File: src/rtl/text_console_cursor_scroll_top_assert.svh
// Assertion macros for the console engine.
`ifndef TEXT_CONSOLE_CURSOR_SCROLL_TOP_ASSERT_SVH
`define TEXT_CONSOLE_CURSOR_SCROLL_TOP_ASSERT_SVH

`ifndef SYNTH

// Same-cycle implication, disabled while reset is asserted.
`define TCC_ASSERT_IMP(lbl, clk, rst_n, ante, cons) \
    lbl: assert property (@(posedge clk) disable iff (!rst_n) (ante) |-> (cons)) \
        else $error("console engine assertion failed");

// Next-cycle implication, disabled while reset is asserted.
`define TCC_ASSERT_NXT(lbl, clk, rst_n, ante, cons) \
    lbl: assert property (@(posedge clk) disable iff (!rst_n) (ante) |=> (cons)) \
        else $error("console engine assertion failed");

`else

`define TCC_ASSERT_IMP(lbl, clk, rst_n, ante, cons)
`define TCC_ASSERT_NXT(lbl, clk, rst_n, ante, cons)

`endif

`endif

File: src/rtl/tcc_fifo.sv
module tcc_fifo #(
    parameter int WIDTH = 8,
    parameter int DEPTH = 2
) (
    input  logic             i_clk,
    input  logic             i_rst_n,
    input  logic             i_push,
    input  logic [WIDTH-1:0] i_data,
    output logic             o_full,
    input  logic             i_pop,
    output logic [WIDTH-1:0] o_data,
    output logic             o_empty
);

    localparam int AW = (DEPTH > 1) ? $clog2(DEPTH) : 1;

    logic [WIDTH-1:0] r_mem [DEPTH];
    logic [AW-1:0]    r_wr, n_wr;
    logic [AW-1:0]    r_rd, n_rd;
    logic [AW:0]      r_cnt, n_cnt;
    logic             do_push;
    logic             do_pop;

    assign o_full  = (r_cnt == (AW+1)'(DEPTH));
    assign o_empty = (r_cnt == '0);
    assign o_data  = r_mem[r_rd];
    assign do_push = i_push && !o_full;
    assign do_pop  = i_pop && !o_empty;

    always_comb begin
        n_wr  = r_wr;
        n_rd  = r_rd;
        n_cnt = r_cnt;
        if (do_push) begin
            n_wr = (r_wr == AW'(DEPTH-1)) ? '0 : r_wr + AW'(1);
        end
        if (do_pop) begin
            n_rd = (r_rd == AW'(DEPTH-1)) ? '0 : r_rd + AW'(1);
        end
        if (do_push && !do_pop) begin
            n_cnt = r_cnt + (AW+1)'(1);
        end else if (do_pop && !do_push) begin
            n_cnt = r_cnt - (AW+1)'(1);
        end
    end

    always_ff @(posedge i_clk) begin
        if (!i_rst_n) begin
            r_wr  <= '0;
            r_rd  <= '0;
            r_cnt <= '0;
        end else begin
            r_wr  <= n_wr;
            r_rd  <= n_rd;
            r_cnt <= n_cnt;
        end
    end

    always_ff @(posedge i_clk) begin
        if (do_push) begin
            r_mem[r_wr] <= i_data;
        end
    end

endmodule

File: config.mk
export PLATFORM = sky130hd
export DESIGN_NAME = tcc_fifo
export DESIGN_NICKNAME = d
export VERILOG_FILES = /design/src/rtl/text_console_cursor_scroll_top_assert.svh /design/src/rtl/tcc_fifo.sv
export SDC_FILE = /design/constraint.sdc
export NUM_CORES = 1
export LEC_CHECK = 0
export BUFFER_PORTS_ARGS = -buffer_cell sky130_fd_sc_hd__buf_2
export CORE_MARGIN = 4
export CORE_UTILIZATION = 40
export CTS_BUF_LIST = sky130_fd_sc_hd__clkbuf_4 sky130_fd_sc_hd__clkbuf_8 sky130_fd_sc_hd__clkbuf_16
export DETAILED_ROUTE_END_ITERATION = 16
export SYNTH_ARGS = -nofsm -noshare
export SYNTH_HDL_FRONTEND = slang
export SYNTH_SLANG_ARGS = --single-unit
File: constraint.sdc
create_clock -name i_clk -period 2.45 [get_ports i_clk]
set_clock_uncertainty 0.15 [all_clocks]
set_input_delay 0.1225 -clock i_clk [delete_from_list [all_inputs] [get_ports i_clk]]
set_output_delay 0.1225 -clock i_clk [all_outputs]
set_load 0.01 [all_outputs]
==> results.sh, run 1 <==
export IMPL_finish_utilization_pct=54.77
export IMPL_fp_dieW_um=52.99
export IMPL_top_level_ports=22
export IMPL_detailed_router_s_first_iteration_violation_count=4
export IMPL_h_tree_depth_reported_by_cts=1
export IMPL_worst_setup_hold_path_clk_slew_ns=0.10
export IMPL_nets=97
export IMPL_initial_core_util_pct=41.69
export IMPL_total_die_area_um2=2807
export IMPL_hp_start="i_push"
export IMPL_worstHoldPathCells=3
export IMPL_max_cap_viol_count=0
export IMPL_critical_path_launch_point="r_cnt[0]"
export IMPL_regToRegEndpoint="r_cnt[1]"
export IMPL_worst_path_max_fanout=5
export IMPL_rsz0062_at_grt="false"
export IMPL_rows=16
export IMPL_hold_ws_ns=0.03967
export IMPL_maximum_frequency_from_static_timing_analysis_mhz=585.3
export IMPL_detail_route_first_pass_iterations=4
export IMPL_syn2layout_area_growth_pct=31.38
export IMPL_vdd_drop_max_mv=0.5213
export IMPL_synth_edff_count=16
export IMPL_final_instance_count_excl_fill=110
export IMPL_setup_crit_path_kind="reg2reg"
export IMPL_cp_data_required_time_ns=2.53
export IMPL_number_of_synthesis_warnings=0
export IMPL_holdPathEnd="r_wr"
export IMPL_worst_reg_to_reg_path_cell_count=6
export IMPL_post_synth_top_area_fraction_pct=59.35
export IMPL_fin_crit_sh_pct=69.73
export IMPL_max_slew_worst_pin_slew_ns=0.6763
export IMPL_tritoncts_clock_tree="done"
export IMPL_min_period_ns=1.708
export IMPL_synth_top_cells_by_area="edfxtp_1, dfxtp_1, mux2_2"
export IMPL_cts_root_to_sink_buffers=2
export IMPL_route_vias_total=480
export IMPL_worstPathArrival_ns=1.79
export IMPL_antennaDiodeCount=0
export IMPL_post_synth_instance_area_um2=809.5
export IMPL_timing_final_setup_violations=0
export IMPL_cts_inserted_buffers=3
export IMPL_hold_viol=0
export IMPL_cell_with_the_largest_stage_delay_on_the_worst_path="dfxtp_1"
export IMPL_clock_insertion_delay_worst_skew_ns=0.29
export IMPL_regToRegStartpoint="r_cnt[0]"
export IMPL_cts_sink_count=21
export IMPL_cell_accounting_for_the_most_synthesized_area="edfxtp_1"
export IMPL_synth_sequential_area_ratio_pct=71.72
export IMPL_power_density_nw_per_um2=914.8
export IMPL_drc_errors=0
export IMPL_post_synth_cell_area_avg_um2=16.19
export IMPL_detailed_place_hpwl_um=879.6
export IMPL_reg_to_reg_slack_setup_ns=0.74
export IMPL_largest_net_degree_at_the_start_of_global_routing=12
export IMPL_run_status="finished clean"
export IMPL_totalWireLength_um=1286
export IMPL_route_detailed_wl_per_inst_um=11.69
export IMPL_critical_path_buf_inv_count=1
export IMPL_grt_antenna_before_repair=0
export IMPL_grtUsageTotal_pct=10.73
export IMPL_critical_path_cell_chain="nand2b_1 -> inv_2 -> nor2_1 -> ha_1 -> or3_1 -> a21boi_1"
export IMPL_critical_path_top_delay_family="simple AND/OR/NAND/NOR gates"
export IMPL_synth_cells=50
export IMPL_worstSetupStartpointType="register"
export IMPL_synth_common_cells="edfxtp_1, mux2_2, dfxtp_1"
export IMPL_worst_hold_path_type="in2reg"
export IMPL_ys_dominant_reg_cell="edfxtp_1"
export IMPL_post_route_total_power_uw=972.9
export IMPL_place_detailed_instances=97
export IMPL_yosys_cell_count_top_type="edfxtp_1"
export IMPL_post_route_cells_drive_above_1_share_pct=42.17
export IMPL_avgViaCountPerCell=4.364
export IMPL_timing_max_transition_violations_final=0
export IMPL_yosys_register_bits=21
export IMPL_final_setup_tns_ns=0
export IMPL_final_gp_congestion=0.7141
export IMPL_timing_max_slew_rel_slack_pct=54.67
export IMPL_grt_first_pass_wirelength_um=2111
export IMPL_cts_root_buffer="clkbuf_4"
export IMPL_grt_ovfl_total=0
export IMPL_drtAntennaViolNets=0
export IMPL_power_static_leakage_nw=0.4200
export IMPL_grt_pass1_vias=516
export IMPL_post_synth_num_cell_types=20
export IMPL_worst_setup_path_end_kind="register"
export IMPL_port_buffers=21
export IMPL_die_h_um=52.99
export IMPL_worst_path_largest_cell_delay_ns=0.42
export IMPL_syn_nets=63
export IMPL_core_um2=1942
export IMPL_async_reset_ff_share_pct=0
-- tightest hold or removal path, cell delays in order --
cell	delay, ns
buf_2	0.09
a21boi_0	0.07
o21a_1	0.16
-- per-stage QoR --
step / setup WS [ns] / area, um^2
CTS: 0.7321 / 1064
finish: 0.7416 / 1064
global route: 0.6076 / 1064
detailed placement: 0.7465 / 943.4
floorplan: 0.8290 / 809.5
global placement: 0.7938 / 943.4
-- worst max-delay path by stage --
stage             endpoint  cells past startpoint  slack [ns]
2_1_floorplan     r_cnt[1]                      6        0.83
3_3_place_gp   r_mem[0][7]                      3        0.79
3_5_place_dp      r_cnt[1]                      6        0.75
4_1_cts           r_cnt[1]                      6        0.73
5_1_grt           r_cnt[1]                      6        0.61
6_report          r_cnt[1]                      6        0.74
-- layout make-up --
class                           instances  area, um^2
Tap cell                               27       33.78
Fill cell                             179       878.3
Sequential cell                        21       580.6
Timing Repair Buffer                   30       195.2
Clock buffer                            4       30.03
Multi-Input combinational cell         26       216.5
Inverter                                2       7.507
-- kinds of logic (layout without fill, tap and decap cells) --
| kind of cell | after synthesis | count (layout) | share of synthesized area, % |
|---|---|---|---|
| mux | 8 | 8 | 11.13 |
| flops | 21 | 21 | 71.72 |
| compound gates | 5 | 5 | 4.018 |
| xor+xnor | 3 | 3 | 3.246 |
| fa+ha+maj | 1 | 1 | 1.545 |
| buf+inv | 3 | 36 | 1.544 |
| simple gates | 9 | 9 | 6.803 |
-- cell usage in the layout, fill, tap and decap left out --
master,count
ha_1,1
nor2_1,2
and2_1,3
inv_2,1
a21boi_0,1
dfxtp_1,5
o21ai_1,1
clkbuf_4,4
o21a_1,1
xnor2_1,2
nand2b_1,1
edfxtp_1,16
dlygate4sd3_1,9
and3_1,1
mux2_2,8
buf_2,21
xor2_1,1
a21boi_1,1
nor3_2,1
or3_1,1
o21ai_0,1
inv_1,1
-- routing by layer --
metal | vias to the layer above | track usage (%) | wire length [um]
met4 | 0 | 6.383 | 14
met3 | 2 | 3.099 | 71
li1 | 246 | - | -
met2 | 11 | 18.39 | 659
met1 | 221 | 11.57 | 541
met5 | - | 0 | 0
-- where the power goes --
part           total, mW  internal [mW]  leakage, nW  switching (mW)
logic              0.304          0.164        0.211           0.141
registers          0.502          0.455        0.191          0.0475
clock network      0.166         0.0743       0.0184          0.0921
-- timing repair --
| item | CTS | global route |
|---|---|---|
| endpoints found under the hold margin | 21 | 0 |
| buffers inserted | 0 | 0 |
| hold buffers | 9 | 0 |
| setup endpoints to repair | 0 | 0 |
| gates resized for setup | 0 | 0 |
-- registers in the layout (all words and copies together), names as in the netlist, named ones only --
register and cells:
r_mem 16, r_rd 1, r_cnt 2, r_wr 1
Power figures use the tool's default switching activity.
==> run 2: changes to the inputs <==
ABC_AREA = 1   (was not set)
clock period = 1.7 ns   (was 2.45 ns; I/O delays follow)
==> results.sh, run 2 <==
export IMPL_grt_first_pass_wirelength_um=2125
export IMPL_synth_xor_area_share_pct=0
export IMPL_drc_errors=0
export IMPL_place_detailed_instances=114
export IMPL_power_static_leakage_nw=0.4743
export IMPL_finish_utilization_pct=57.08
export IMPL_final_gp_congestion=0.6838
export IMPL_cts_root_to_sink_buffers=2
export IMPL_run_status="finished clean"
export IMPL_power_sequential_fraction_pct=50.7
export IMPL_worstSetupStartpointType="register"
export IMPL_cp_data_required_time_ns=1.46
export IMPL_switching_power_total_uw=438.9
export IMPL_avgViaCountPerCell=4.430
export IMPL_largest_net_degree_at_the_start_of_global_routing=12
export IMPL_initial_core_util_pct=41.96
export IMPL_max_cap_viol_count=0
export IMPL_worstPathArrival_ns=1.36
export IMPL_rows=16
export IMPL_antennaDiodeCount=0
export IMPL_clock_insertion_delay_worst_skew_ns=0.29
export IMPL_grt_antenna_before_repair=0
export IMPL_fin_crit_sh_pct=93.99
export IMPL_route_vias_total=567
export IMPL_grt_pass1_vias=561
export IMPL_rsz0062_at_grt="false"
export IMPL_max_slew_worst_pin_slew_ns=0.3602
export IMPL_h_tree_depth_reported_by_cts=1
export IMPL_nets=115
export IMPL_post_synth_cell_area_avg_um2=13.07
export IMPL_adder_cell_share_of_the_synthesized_area_pct=1.520
export IMPL_synth_compound_area_share_pct=2.888
export IMPL_total_die_area_um2=2848
export IMPL_setup_crit_path_kind="reg2out"
export IMPL_layout_commonest_cell="buf_2"
export IMPL_synth_area_mux_share_pct=10.94
export IMPL_cellInternalPower_uw=987.6
export IMPL_synth_sequential_area_ratio_pct=70.52
export IMPL_post_synth_top_area_fraction_pct=58.36
export IMPL_totalWireLength_um=1371
export IMPL_async_reset_ff_share_pct=0
export IMPL_use_met1_pct=12.10
export IMPL_tritoncts_clock_tree="done"
export IMPL_hold_ws_ns=0.04312
export IMPL_yosys_area_share_simple_pct=9.422
export IMPL_regMostFlops="r_mem"
export IMPL_cts_sink_count=21
export IMPL_detailed_place_hpwl_um=995.7
export IMPL_grt_ovfl_total=0
export IMPL_synth_edff_count=16
export IMPL_largest_register_ff_count=16
export IMPL_combinationalPowerShare_pct=32.2
export IMPL_top_level_ports=22
export IMPL_layout_filler_cells=184
export IMPL_dominant_combinational_cell_family_by_area_after_synthesis="multiplexers"
export IMPL_grtUsageTotal_pct=10.69
export IMPL_timing_max_slew_rel_slack_pct=75.95
export IMPL_drtAntennaViolNets=0
export IMPL_grt_util_met3_pct=2.535
export IMPL_post_synth_instance_area_um2=823.3
export IMPL_syn2layout_area_growth_pct=36.02
export IMPL_power_density_nw_per_um2=1274
export IMPL_maximum_frequency_from_static_timing_analysis_mhz=625.9
export IMPL_worst_path_max_fanout=8
export IMPL_worst_setup_path_end_kind="output port"
export IMPL_cts_root_buffer="clkbuf_4"
export IMPL_worst_setup_hold_path_clk_slew_ns=0.11
export IMPL_timing_final_setup_violations=0
export IMPL_clock_power_share_pct=17.1
export IMPL_cell_accounting_for_the_most_synthesized_area="edfxtp_1"
export IMPL_hold_viol=0
export IMPL_final_setup_tns_ns=0
export IMPL_route_detailed_wl_per_inst_um=10.71
export IMPL_final_instance_count_excl_fill=128
export IMPL_worst_hold_path_type="in2reg"
export IMPL_hp_start="i_pop"
export IMPL_detail_route_first_pass_iterations=4
export IMPL_synth_top_cells_by_area="edfxtp_1, dfxtp_1, mux2_2"
export IMPL_most_used_layer_global_route="met2"
export IMPL_min_period_ns=1.598
export IMPL_largest_registers="r_mem (16), r_cnt (2)"
export IMPL_post_route_total_power_mw=1.426
export IMPL_power_share_switching_pct=30.77
export IMPL_core_um2=1962
export IMPL_ys_dominant_reg_cell="edfxtp_1"
export IMPL_number_of_synthesis_warnings=0
export IMPL_fp_dieW_um=53.37
export IMPL_synth_cells=63
export IMPL_cts_inserted_buffers=3
export IMPL_synth_common_cells="edfxtp_1, nor2_1, inv_1, mux2_2, nand2_1"
export IMPL_port_buffers=21
export IMPL_detailed_router_s_first_iteration_violation_count=12
export IMPL_timing_max_transition_violations_final=0
export IMPL_grtUsageMet2_pct=17.96
export IMPL_yosys_cell_count_top_type="edfxtp_1"
export IMPL_post_synth_num_cell_types=15
export IMPL_yosys_register_bits=21
export IMPL_mostFrequentLayoutCells="buf_2, edfxtp_1, nor2_1, dlygate4sd3_1"
export IMPL_regToRegStartpoint="r_cnt[1]"
export IMPL_die_h_um=53.37
export IMPL_syn_nets=76
export IMPL_vdd_drop_max_mv=0.7993
export IMPL_post_route_cells_drive_above_1_share_pct=41.58
## run 2: cell count changes after synthesis, moves of 2 or more
cell,previous run,this run
and2_1,3,0
xnor2_1,2,0
nand2_1,0,6
inv_1,1,8
nor2_1,2,10
## run 2: logic make-up (layout without fill, tap and decap cells)
group                      after synthesis  in the layout
and+or+nand+nor                         19             19
DFF                                     21             21
adders and majority gates                1              1
AOI/OAI and AO/OA                        4              4
muxes                                    8              8
buffers and inverters                   10             48
## run 2: path summary, 6_finish.rpt
| path | slack (ns) | endpoint | depth (start not counted) |
|---|---|---|---|
| setup / recovery | 0.10 | o_data[0] | 2 |
| hold / removal | 0.04 | r_rd | 5 |
| setup reg to reg | 0.15 | r_cnt[1] | 9 |
| hold reg to reg | 0.36 | r_rd | 2 |
## run 2: critical path, stage by stage (launching register included)
cell     delay [ns]
dfxtp_1        0.55
mux2_2         0.38
buf_2          0.14
## run 2: per-stage QoR
| step | cell area, um^2 | setup slack (ns) |
|---|---|---|
| 3_3_place_gp | 987.2 | 0.1988 |
| 6_report | 1120 | 0.1023 |
| 2_1_floorplan | 823.3 | 0.2281 |
| 5_1_grt | 1120 | 0.01795 |
| 3_5_place_dp | 987.2 | 0.1408 |
| 4_1_cts | 1117 | 0.05739 |
## run 2: layer usage
metal  wire length [um]  share of wire [%]
met5                  0                  0
met1                606                 44
met3                 55                4.0
met4                 13               0.95
met2                696                 51
## run 2: area by class of cell
class / instances / area, um^2 / area share (%)
clock buffers: 4 / 30.03 / 2.682
flip-flops and latches: 21 / 583.1 / 52.07
multi-input cells: 32 / 203.9 / 18.21
well taps: 27 / 33.78 / 3.017
inverters: 9 / 33.78 / 3.017
repair buffers: 35 / 235.2 / 21.01
## run 2: timing repair
| action | in CTS | in global routing |
|---|---|---|
| endpoints found under the hold margin | 21 | 0 |
| hold buffers | 10 | 0 |
| setup buffers | 0 | 0 |
| setup endpoints to repair | 0 | 1 |
| gates resized for setup | 0 | 2 |
## run 2: power by group through the flow
stage | combinational, mW | clock [mW] | sequential [mW]
6_report | 0.460 | 0.244 | 0.723
5_1_grt | 0.516 | 0.267 | 0.737
4_1_cts | 0.464 | 0.254 | 0.719
3_5_place_dp | 0.443 | 0 | 0.731
3_3_place_gp | 0.434 | 0 | 0.725
2_1_floorplan | 0.310 | 0 | 0.699
