File: config.mk
export PLATFORM = sky130hd
export DESIGN_NAME = tcc_front
export DESIGN_NICKNAME = d
export VERILOG_FILES = /design/src/rtl/text_console_cursor_scroll_top_assert.svh /design/src/rtl/tcc_pkg.sv /design/src/rtl/tcc_fifo.sv /design/src/rtl/tcc_front.sv
export SDC_FILE = /design/constraint.sdc
export NUM_CORES = 1
export LEC_CHECK = 0
export BUFFER_PORTS_ARGS = -buffer_cell sky130_fd_sc_hd__buf_4
export CAP_MARGIN = 0
export CORE_MARGIN = 1.5
export CORE_UTILIZATION = 35
export DETAILED_ROUTE_END_ITERATION = 10
export PLACE_DENSITY_LB_ADDON = 0.3
export SYNTH_ARGS = -nofsm -noshare
export SYNTH_HDL_FRONTEND = slang
export SYNTH_SLANG_ARGS = --single-unit
File: constraint.sdc
create_clock -name i_clk -period 2.9 [get_ports i_clk]
set_input_delay 0.725 -clock i_clk [delete_from_list [all_inputs] [get_ports i_clk]]
set_output_delay 0.725 -clock i_clk [all_outputs]
set_load 0.005 [all_outputs]
File: src/rtl/text_console_cursor_scroll_top_assert.svh
// Assertion macros for the console engine.
`ifndef TEXT_CONSOLE_CURSOR_SCROLL_TOP_ASSERT_SVH
`define TEXT_CONSOLE_CURSOR_SCROLL_TOP_ASSERT_SVH

`ifndef SYNTH

// Same-cycle implication, disabled while reset is asserted.
`define TCC_ASSERT_IMP(lbl, clk, rst_n, ante, cons) \
    lbl: assert property (@(posedge clk) disable iff (!rst_n) (ante) |-> (cons)) \
        else $error("console engine assertion failed");

// Next-cycle implication, disabled while reset is asserted.
`define TCC_ASSERT_NXT(lbl, clk, rst_n, ante, cons) \
    lbl: assert property (@(posedge clk) disable iff (!rst_n) (ante) |=> (cons)) \
        else $error("console engine assertion failed");

`else

`define TCC_ASSERT_IMP(lbl, clk, rst_n, ante, cons)
`define TCC_ASSERT_NXT(lbl, clk, rst_n, ante, cons)

`endif

`endif

File: src/rtl/tcc_pkg.sv
package tcc_pkg;

    // command codes
    localparam logic [2:0] MODE_WRITE   = 3'd0;
    localparam logic [2:0] MODE_NEWLINE = 3'd1;
    localparam logic [2:0] MODE_CLEAR   = 3'd2;
    localparam logic [2:0] MODE_SETCUR  = 3'd3;
    localparam logic [2:0] MODE_PUT     = 3'd4;
    localparam logic [2:0] MODE_COLOR   = 3'd5;
    localparam logic [2:0] MODE_READ    = 3'd6;

    // configuration register indexes
    localparam int          CFG_IDX_W      = 1;
    localparam logic [0:0]  CFG_FILL_CHAR  = 1'b0;
    localparam logic [0:0]  CFG_FILL_COLOR = 1'b1;

    localparam logic [7:0]  FILL_CHAR_RST  = 8'd32;
    localparam logic [7:0]  FILL_COLOR_RST = 8'd0;

    localparam int          QUEUE_DEPTH    = 2;

    // classified command, coordinates already clamped
    typedef struct packed {
        logic [2:0] mode;
        logic [7:0] char_code;
        logic [5:0] column;
        logic [4:0] line;
        logic [7:0] line_color;
    } t_cmd;

    typedef struct packed {
        logic [7:0] read_char;
        logic [5:0] cursor_column;
        logic [4:0] cursor_line;
        logic       did_scroll;
    } t_res;

endpackage

File: src/rtl/tcc_fifo.sv
module tcc_fifo #(
    parameter int WIDTH = 8,
    parameter int DEPTH = 2
) (
    input  logic             i_clk,
    input  logic             i_rst_n,
    input  logic             i_push,
    input  logic [WIDTH-1:0] i_data,
    output logic             o_full,
    input  logic             i_pop,
    output logic [WIDTH-1:0] o_data,
    output logic             o_empty
);

    localparam int AW = (DEPTH > 1) ? $clog2(DEPTH) : 1;

    logic [WIDTH-1:0] r_mem [DEPTH];
    logic [AW-1:0]    r_wr, n_wr;
    logic [AW-1:0]    r_rd, n_rd;
    logic [AW:0]      r_cnt, n_cnt;
    logic             do_push;
    logic             do_pop;

    assign o_full  = (r_cnt == (AW+1)'(DEPTH));
    assign o_empty = (r_cnt == '0);
    assign o_data  = r_mem[r_rd];
    assign do_push = i_push && !o_full;
    assign do_pop  = i_pop && !o_empty;

    always_comb begin
        n_wr  = r_wr;
        n_rd  = r_rd;
        n_cnt = r_cnt;
        if (do_push) begin
            n_wr = (r_wr == AW'(DEPTH-1)) ? '0 : r_wr + AW'(1);
        end
        if (do_pop) begin
            n_rd = (r_rd == AW'(DEPTH-1)) ? '0 : r_rd + AW'(1);
        end
        if (do_push && !do_pop) begin
            n_cnt = r_cnt + (AW+1)'(1);
        end else if (do_pop && !do_push) begin
            n_cnt = r_cnt - (AW+1)'(1);
        end
    end

    always_ff @(posedge i_clk) begin
        if (!i_rst_n) begin
            r_wr  <= '0;
            r_rd  <= '0;
            r_cnt <= '0;
        end else begin
            r_wr  <= n_wr;
            r_rd  <= n_rd;
            r_cnt <= n_cnt;
        end
    end

    always_ff @(posedge i_clk) begin
        if (do_push) begin
            r_mem[r_wr] <= i_data;
        end
    end

endmodule

File: src/rtl/tcc_front.sv
module tcc_front
    import tcc_pkg::*;
#(
    parameter int COLUMNS = 64,
    parameter int LINES   = 32
) (
    input  logic       i_clk,
    input  logic       i_rst_n,
    input  logic       i_push,
    input  logic [2:0] i_mode,
    input  logic [7:0] i_char_code,
    input  logic [5:0] i_column,
    input  logic [4:0] i_line,
    input  logic [7:0] i_line_color,
    output logic       o_full,
    input  logic       i_cmd_pop,
    output t_cmd       o_cmd,
    output logic       o_cmd_empty
);

    t_cmd                  cmd_in;
    logic [$bits(t_cmd)-1:0] q_data;

    // clamp coordinates to the screen
    always_comb begin
        cmd_in.mode       = i_mode;
        cmd_in.char_code  = i_char_code;
        cmd_in.column     = (int'(i_column) >= COLUMNS) ? 6'(COLUMNS-1) : i_column;
        cmd_in.line       = (int'(i_line) >= LINES) ? 5'(LINES-1) : i_line;
        cmd_in.line_color = i_line_color;
    end

    tcc_fifo #(
        .WIDTH ($bits(t_cmd)),
        .DEPTH (QUEUE_DEPTH)
    ) u_cmd_q (
        .i_clk   (i_clk),
        .i_rst_n (i_rst_n),
        .i_push  (i_push),
        .i_data  (cmd_in),
        .o_full  (o_full),
        .i_pop   (i_cmd_pop),
        .o_data  (q_data),
        .o_empty (o_cmd_empty)
    );

    assign o_cmd = q_data;

endmodule

==> impl_metrics.json, run 1 <==
{
  "outcome": "finished, violations left",
  "grt_overflow": 0,
  "hpwl_um": 3030,
  "hold_violations": 0,
  "synth-async-reset-ratio": 0,
  "path_class": "register to output pin",
  "synthMuxAreaShare": 0.141,
  "synth-xor-area-share": 0.0110,
  "critPathLaunchType": "register",
  "drive_above_1_share": 0.579,
  "rows": 29,
  "drc_errors": 3,
  "end_kind": "output pin",
  "max_freq_ghz": 0.465,
  "root_buffer": "clkbuf_8",
  "critPathMaxFanout": 17,
  "ys_warn_count": 0,
  "wire_per_inst_um": 15.6,
  "ctsResizeCount": 0,
  "timing.slew.headroom": 0.839,
  "ant_nets": 0,
  "area_delta_synth_final_pct": 34.8,
  "maxCapViolations": 0,
  "rsz0062_at_grt": "no",
  "power.leakage_nw": 1.22,
  "grt_pass1_wl_um": 6920,
  "ir_worst_vdd_mv": 0.324,
  "vias": 1330,
  "synth_area_um2": 2390,
  "design.core.area_um2": 6460,
  "tns_ps": 0,
  "antenna_found_initial": 0,
  "ys_seq_elements": 65,
  "p_clk_frac": 0.292,
  "synth_enable_flop_cells": 60,
  "die_area_um2": 7330,
  "final_common_cell": "buf_4",
  "met3_length_um": 207,
  "clk_latency_ps": 330,
  "cts.path.max_buffers": 2,
  "wl_um": 4360,
  "dr.max_layer_used": "met4",
  "hold_class": "register to register",
  "syn_nets": 153,
  "numCtsBuffers": 9,
  "crit_arrival_ps": 1430,
  "synthFlopType": "edfxtp_1",
  "synth-compound-area-share": 0.0136,
  "met2WireLength_um": 2350,
  "tightest_slew_ps": 242,
  "die_h_um": 85.6,
  "cts_tree": "built",
  "drt_pass1_iterations": 7,
  "max_stage_delay_ps": 380,
  "grt_util_all_layers": 0.129,
  "synth_simple_gate_area_frac": 0.0230,
  "cts_htree_levels": 3,
  "seqPwrFrac": 0.443,
  "post-route-min-period_ps": 2150,
  "path_common_cell": "buf_4",
  "vias_per_cell": 4.77,
  "crit_slowest_cell": "mux2_2",
  "syn_inst": 118,
  "violations": "design-rule violations",
  "grt_pass1_vias": 1446,
  "ioPinCount": 66,
  "skew_ps": 6.48,
  "wl_met1_um": 1670,
  "drv_slew": 0,
  "seq_area_frac_synth": 0.796,
  "final_util": 0.498,
  "initial_core_util": 0.370,
  "path_clk_slew_ps": 70,
  "cts_setup_buffers": 0,
  "final_cell_mix": "buf_4 (71), edfxtp_1 (60), mux2_2 (30)",
  "synth_adder_area_share": 0.00524,
  "grt_max_degree": 18,
  "combPwrFrac": 0.265,
  "cp.required_ps": 2170,
  "swShare": 0.248,
  "power_density_nw_per_um2": 860,
  "cts_hold_buf": 0,
  "p_sw_mw": 0.687,
  "total_power_mw": 2.77,
  "r2r_slack_ps": 1240,
  "p_int_mw": 2.08,
  "cts.sinks": 65,
  "portBuffers": 65,
  "path_cells": "buf_4, mux2_2, buf_4",
  "n_antenna_cell": 0,
  "gp_congestion": 0.690,
  "synth_top_family_by_area": "multiplexers",
  "final_nets": 232,
  "ys_types": 20,
  "chipWidth_um": 85.6,
  "syn_avg_cell_area_um2": 20.2,
  "drt-initial-drc-count": 53,
  "report.final.setup_viol": 0,
  "min_period_over_period": 0.742
}
cells in the mapped netlist, drive strengths merged (2+ instances only):
library cell	n	area share
edfxtp	60	0.75
mux2	30	0.14
dfxtp	5	0.042
and2	3	0.0079
buf	3	0.0063
a21boi	2	0.0063
inv	2	0.0031
nor2	2	0.0031
o21ai	2	0.0042
xnor2	2	0.0073
cells by family (layout without fill, tap and decap cells):
group | Yosys count | count (layout)
and+or+nand+nor | 9 | 9
DFF | 65 | 65
buffers and inverters | 5 | 89
AOI/OAI and AO/OA | 5 | 5
adders and majority gates | 1 | 1
xor gates and xnor gates | 3 | 3
muxes | 30 | 30
registers in the layout (all words and copies together) (netlist names), named ones only:
signal and count:
u_cmd_q.r_rd 1, u_cmd_q.r_cnt 2, u_cmd_q.r_wr 1, u_cmd_q.r_mem 60
power by group through the flow:
| stage | clock network (mW) | logic, mW | registers [mW] |
|---|---|---|---|
| floorplan | 0 | 0.379 | 1.24 |
| global placement | 0 | 0.722 | 1.24 |
| detailed placement | 0 | 0.748 | 1.25 |
| CTS | 0.837 | 0.752 | 1.23 |
| global route | 0.886 | 0.796 | 1.24 |
| finish | 0.809 | 0.733 | 1.23 |
metrics by stage:
| stage | std cells | area (µm²) | hold WS [ps] | worst slack, ps |
|---|---|---|---|---|
| after floorplan | 118 | 2390 | 483 | 462 |
| after global placement | 263 | 3010 | 495 | 1060 |
| after detailed placement | 263 | 3010 | 543 | 990 |
| after CTS | 279 | 3220 | 553 | 710 |
| after global routing | 279 | 3220 | 550 | 656 |
| final | 279 | 3220 | 553 | 749 |
path summary, 6_finish.rpt:
kind / startpoint / endpoint / cells past startpoint
worst max-delay path: register / o_cmd[22] / 3
worst min-delay path: u_cmd_q.r_cnt[1] / u_cmd_q.r_cnt[1] / 2
worst min register to register: u_cmd_q.r_cnt[1] / u_cmd_q.r_cnt[1] / 2
worst max register to register: u_cmd_q.r_cnt[0] / u_cmd_q.r_cnt[1] / 6
area by class of cell:
class | count | area [µm²]
Clock buffer | 10 | 128
Clock inverter | 6 | 82.6
Fill cell | 562 | 3240
Inverter | 2 | 7.51
Multi-Input combinational cell | 48 | 470
Sequential cell | 65 | 1900
Tap cell | 77 | 96.3
Timing Repair Buffer | 71 | 533
per-layer routing:
layer / GRT usage / vias up
met5: 0 / -
met4: 0.0880 / 0
met3: 0.0337 / 12
met2: 0.218 / 41
met1: 0.143 / 662
li1: - / 615
critical path: cells and delay by family (launching register included):
kind / cells / cell delay (ps)
muxes: 1 / 380
buffers and inverters: 2 / 390
DFF: 1 / 330
Power figures use the tool's default switching activity.
==> run 2, diff against run 1 <==
ABC_AREA = 1   (was default)
clock period = 2.25 ns   (was 2.9 ns; I/O delays follow)
==> impl_metrics.json, run 2 <==
{
  "outcome": "complete, no violations",
  "ys_warn_count": 0,
  "ioPinCount": 66,
  "ctsResizeCount": 0,
  "rows": 30,
  "yosysTopAreaCell": "edfxtp_1",
  "syn_avg_cell_area_um2": 18.4,
  "drt_pass1_iterations": 4,
  "final_area_um2": 3240,
  "min_period_over_period": 0.898,
  "cts_hold_buf": 0,
  "skew_ps": 8.14,
  "grt_overflow": 0,
  "hold_violations": 0,
  "chipWidth_um": 86.0,
  "wire_per_inst_um": 14.0,
  "synth_enable_flop_cells": 60,
  "vias_per_cell": 4.53,
  "final_cell_mix": "buf_4 (69), edfxtp_1 (60), mux2_2 (30)",
  "drive_above_1_share": 0.549,
  "largest-register": "u_cmd_q.r_mem",
  "area_delta_synth_final_pct": 34.5,
  "critPathLaunchType": "register",
  "wl_um": 4120,
  "placed_area_um2": 3040,
  "seq_area_frac_synth": 0.789,
  "max_freq_ghz": 0.495,
  "synth.area.top_cells": "edfxtp_1 (75%), mux2_2 (14%), dfxtp_1 (4.2%)",
  "hpwl_um": 2710,
  "maxCapViolations": 0,
  "final_cells": 293,
  "report.final.setup_viol": 0,
  "final_nets": 244,
  "met3_length_um": 216,
  "end_kind": "output pin",
  "grt_max_degree": 29,
  "hold_class": "input pin to register",
  "tightest_slew_ps": 320,
  "ys_types": 15,
  "place_ws_ps": 553,
  "drc_errors": 0,
  "power_density_nw_per_um2": 1070,
  "path_class": "register to output pin",
  "synth_most_common_cell": "edfxtp_1",
  "antenna_found_initial": 0,
  "path_clk_slew_ps": 70,
  "drt-initial-drc-count": 50,
  "crit_arrival_ps": 1460,
  "cts_setup_buffers": 0,
  "reg_top3": "u_cmd_q.r_mem (60), u_cmd_q.r_cnt (2)",
  "wl_met1_um": 1750,
  "synthFlopType": "edfxtp_1",
  "synth_area_um2": 2410,
  "post-route-min-period_ps": 2020,
  "grt_pass1_wl_um": 6380,
  "synth_top_area_frac": 0.748,
  "total_power_mw": 3.46,
  "ir_worst_vdd_mv": 0.473,
  "drv_slew": 0,
  "root_buffer": "clkbuf_8",
  "cp.required_ps": 1690,
  "synth.cells.most_frequent": "edfxtp_1 (60), mux2_2 (30), nor2_1 (10)",
  "nFillCells": 585,
  "syn_nets": 166,
  "initial_core_util": 0.359,
  "final_util": 0.482,
  "rsz0062_at_grt": "no",
  "numCtsBuffers": 9,
  "critPathMaxFanout": 28,
  "design.core.area_um2": 6720,
  "die_h_um": 86.0,
  "met2WireLength_um": 2040,
  "n_antenna_cell": 0,
  "hold-worst-slack_ps": 413,
  "dpl.cell_count": 278,
  "power.leakage_nw": 1.24,
  "cts.path.max_buffers": 2,
  "grt_pass1_vias": 1409,
  "timing.slew.headroom": 0.787,
  "ant_nets": 0,
  "tns_ps": 0,
  "setup_slack_ps": 230,
  "grt_util_all_layers": 0.120,
  "dr.max_layer_used": "met4",
  "largest_reg_flops": 60,
  "clk_latency_ps": 330,
  "synth-async-reset-ratio": 0,
  "ys_seq_elements": 65,
  "cts_tree": "built",
  "syn_inst": 131,
  "die_area_um2": 7390,
  "vias": 1326,
  "cts.sinks": 65,
  "final_common_cell": "buf_4",
  "portBuffers": 65,
  "gp_congestion": 0.678,
  "cts_htree_levels": 3
}
run 2: changes by cell type after synthesis, sizes merged, moves of 2 or more:
cell	previous run	this run
nand2	0	6
nor2	2	11
inv	2	9
and2	3	0
a21boi	2	0
xnor2	2	0
run 2: final cells by class:
| class | instances | area, µm² | area share |
|---|---|---|---|
| multi-input cells | 54 | 467 | 0.144 |
| clock inverters | 4 | 68.8 | 0.0212 |
| inverters | 9 | 33.8 | 0.0104 |
| repair buffers | 70 | 538 | 0.166 |
| flip-flops and latches | 65 | 1900 | 0.587 |
| clock buffers | 11 | 131 | 0.0405 |
| well taps | 80 | 100 | 0.0309 |
run 2: final timing paths:
kind / start / end / slack [ps] / cells past startpoint
worst min-delay path: i_char_code[7] / u_cmd_q.r_mem[1][26] / 410 / 1
worst max-delay path: register / o_cmd[18] / 230 / 3
worst min register to register: u_cmd_q.r_rd / u_cmd_q.r_rd / 510 / 2
worst max register to register: u_cmd_q.r_cnt[1] / u_cmd_q.r_cnt[1] / 720 / 9
run 2: cell families after synthesis:
family | share of synthesized area
DFF | 0.789
buffers and inverters | 0.0234
and+or+nand+nor | 0.0322
AOI/OAI and AO/OA | 0.00986
muxes | 0.140
adders and majority gates | 0.00519
run 2: power breakdown:
part | internal, mW | switching, mW
sequential | 1.53 | 0.0595
clock | 0.613 | 0.394
combinational | 0.477 | 0.389
run 2: routing by layer:
metal  vias to the layer above  track usage
li1                        640            -
met1                       632        0.136
met2                        45        0.192
met3                         9       0.0385
met4                         0       0.0880
met5                         -            0
run 2: critical path, cell delays in order, from the launching register on:
cell and delay (ps):
dfxtp_1 400, buf_12 220, mux2_2 370, buf_4 140
==> run 3, diff against run 2 <==
RECOVER_POWER = 25   (was default)
==> impl_metrics.json, run 3 (synthesis gave the netlist of run 2 again) <==
{
  "vias_per_cell": 4.51,
  "cts.sinks": 65,
  "antenna_found_initial": 0,
  "max_freq_ghz": 0.495,
  "hold_class": "input pin to register",
  "vias": 1322,
  "critPathBufInv": 2,
  "crit_slowest_cell": "dfxtp_1",
  "area_delta_synth_final_pct": 34.2,
  "ioPinCount": 66,
  "cp.required_ps": 1690,
  "path_cells": "buf_12, mux2_2, buf_4",
  "tightest_slew_ps": 320,
  "cts_tree": "built",
  "nFillCells": 586,
  "path_class": "register to output pin",
  "drt_pass1_iterations": 4,
  "final_nets": 244,
  "rsz0062_at_grt": "no",
  "grt_overflow": 0,
  "drc_errors": 0,
  "path_clk_slew_ps": 60,
  "end_kind": "output pin",
  "hold-worst-slack_ps": 421,
  "portBuffers": 65,
  "die_h_um": 86.0,
  "numCtsBuffers": 9,
  "grtUsageMet2": 0.192,
  "final_area_um2": 3230,
  "critPathLaunchType": "register",
  "die_area_um2": 7390,
  "total_power_mw": 3.46,
  "rows": 30,
  "met1_usage": 0.136,
  "root_buffer": "clkbuf_8",
  "power.leakage_nw": 1.23,
  "min_period_over_period": 0.898,
  "grt_use_met3": 0.0385,
  "drive_above_1_share": 0.540,
  "ant_nets": 0,
  "cts_hold_buf": 0,
  "ir_worst_vdd_mv": 0.474,
  "grt_pass1_vias": 1409,
  "power_density_nw_per_um2": 1070,
  "max_stage_delay_ps": 400,
  "grt_util_all_layers": 0.120,
  "hpwl_um": 2710,
  "initial_core_util": 0.359,
  "critical-path-top-delay-family": "flip-flops",
  "reg_top3": "u_cmd_q.r_mem (60), u_cmd_q.r_cnt (2)",
  "clk_latency_ps": 330,
  "cts.path.max_buffers": 2,
  "chipWidth_um": 86.0,
  "largest-register": "u_cmd_q.r_mem",
  "cts_setup_buffers": 0,
  "gp_congestion": 0.678,
  "n_antenna_cell": 0,
  "outcome": "complete, no violations",
  "hold_violations": 0,
  "cts_htree_levels": 3,
  "post-route-min-period_ps": 2020,
  "design.core.area_um2": 6720,
  "largest_reg_flops": 60,
  "critPathMaxFanout": 28,
  "wl_um": 4100,
  "final_common_cell": "edfxtp_1",
  "drv_slew": 0,
  "placed_area_um2": 3040,
  "wire_per_inst_um": 14.0,
  "ctsResizeCount": 0,
  "skew_ps": 8.18,
  "gr-max-usage-layer": "met2",
  "report.final.setup_viol": 0,
  "drt-initial-drc-count": 52,
  "grt_pass1_wl_um": 6380,
  "grt_max_degree": 29,
  "final_cell_mix": "edfxtp_1 (60), buf_4 (49), mux2_2 (30)",
  "crit_arrival_ps": 1460,
  "maxCapViolations": 0,
  "timing.slew.headroom": 0.787
}
==> run 3: cell types whose count changed in the layout (fill, tap and decap cells not counted) <==
cell,change
clkbuf_4,+18
buf_4,-20
clkbuf_1,+2
==> run 3: path summary, 6_finish.rpt <==
kind,startpoint,endpoint,slack (ps),cells after the start
worst max-delay path,register,o_cmd[22],230,3
worst min-delay path,i_column[1],u_cmd_q.r_mem[1][14],420,1
worst max register to register,u_cmd_q.r_cnt[1],u_cmd_q.r_cnt[1],720,9
worst min register to register,u_cmd_q.r_rd,u_cmd_q.r_rd,510,2
==> run 3: final cells by class <==
type	instances	area (µm²)	share of cell area
clock inverter	4	68.8	0.0213
multi-input combinational	54	467	0.144
inverter	9	33.8	0.0104
tap	80	100	0.0310
sequential	65	1900	0.588
timing repair buffer	70	531	0.164
clock buffer	11	131	0.0406
==> run 3: per-stage QoR <==
step	instances	utilization	setup TNS, ps	worst slack (ps)
floorplan	131	-	-4140	-68.9
global placement	278	0.453	0	565
detailed placement	278	0.453	0	553
CTS	293	0.482	0	188
global route	293	0.481	0	148
finish	293	0.481	0	230
==> run 3: report_power, final <==
group / switching [mW] / internal, mW / total, mW
clock network: 0.394 / 0.613 / 1.01
registers: 0.0595 / 1.53 / 1.59
logic: 0.389 / 0.474 / 0.863
total: 0.842 / 2.62 / 3.46
==> run 3: worst reg2reg max path: stages, from the launching register on <==
cell and delay (ps):
dfxtp_1 350, inv_1 80, o21ai_2 280, inv_1 110, ha_1 320, inv_1 80, nand3_1 70, nand2_1 60
inv_1 40, nor2_1 80
==> run 3: per-layer routing <==
metal  vias to the layer above  routed length, µm
li1                        641                  -
met1                       630               1750
met2                        42               2040
met3                         9                209
met4                         0                100
met5                         -                  0
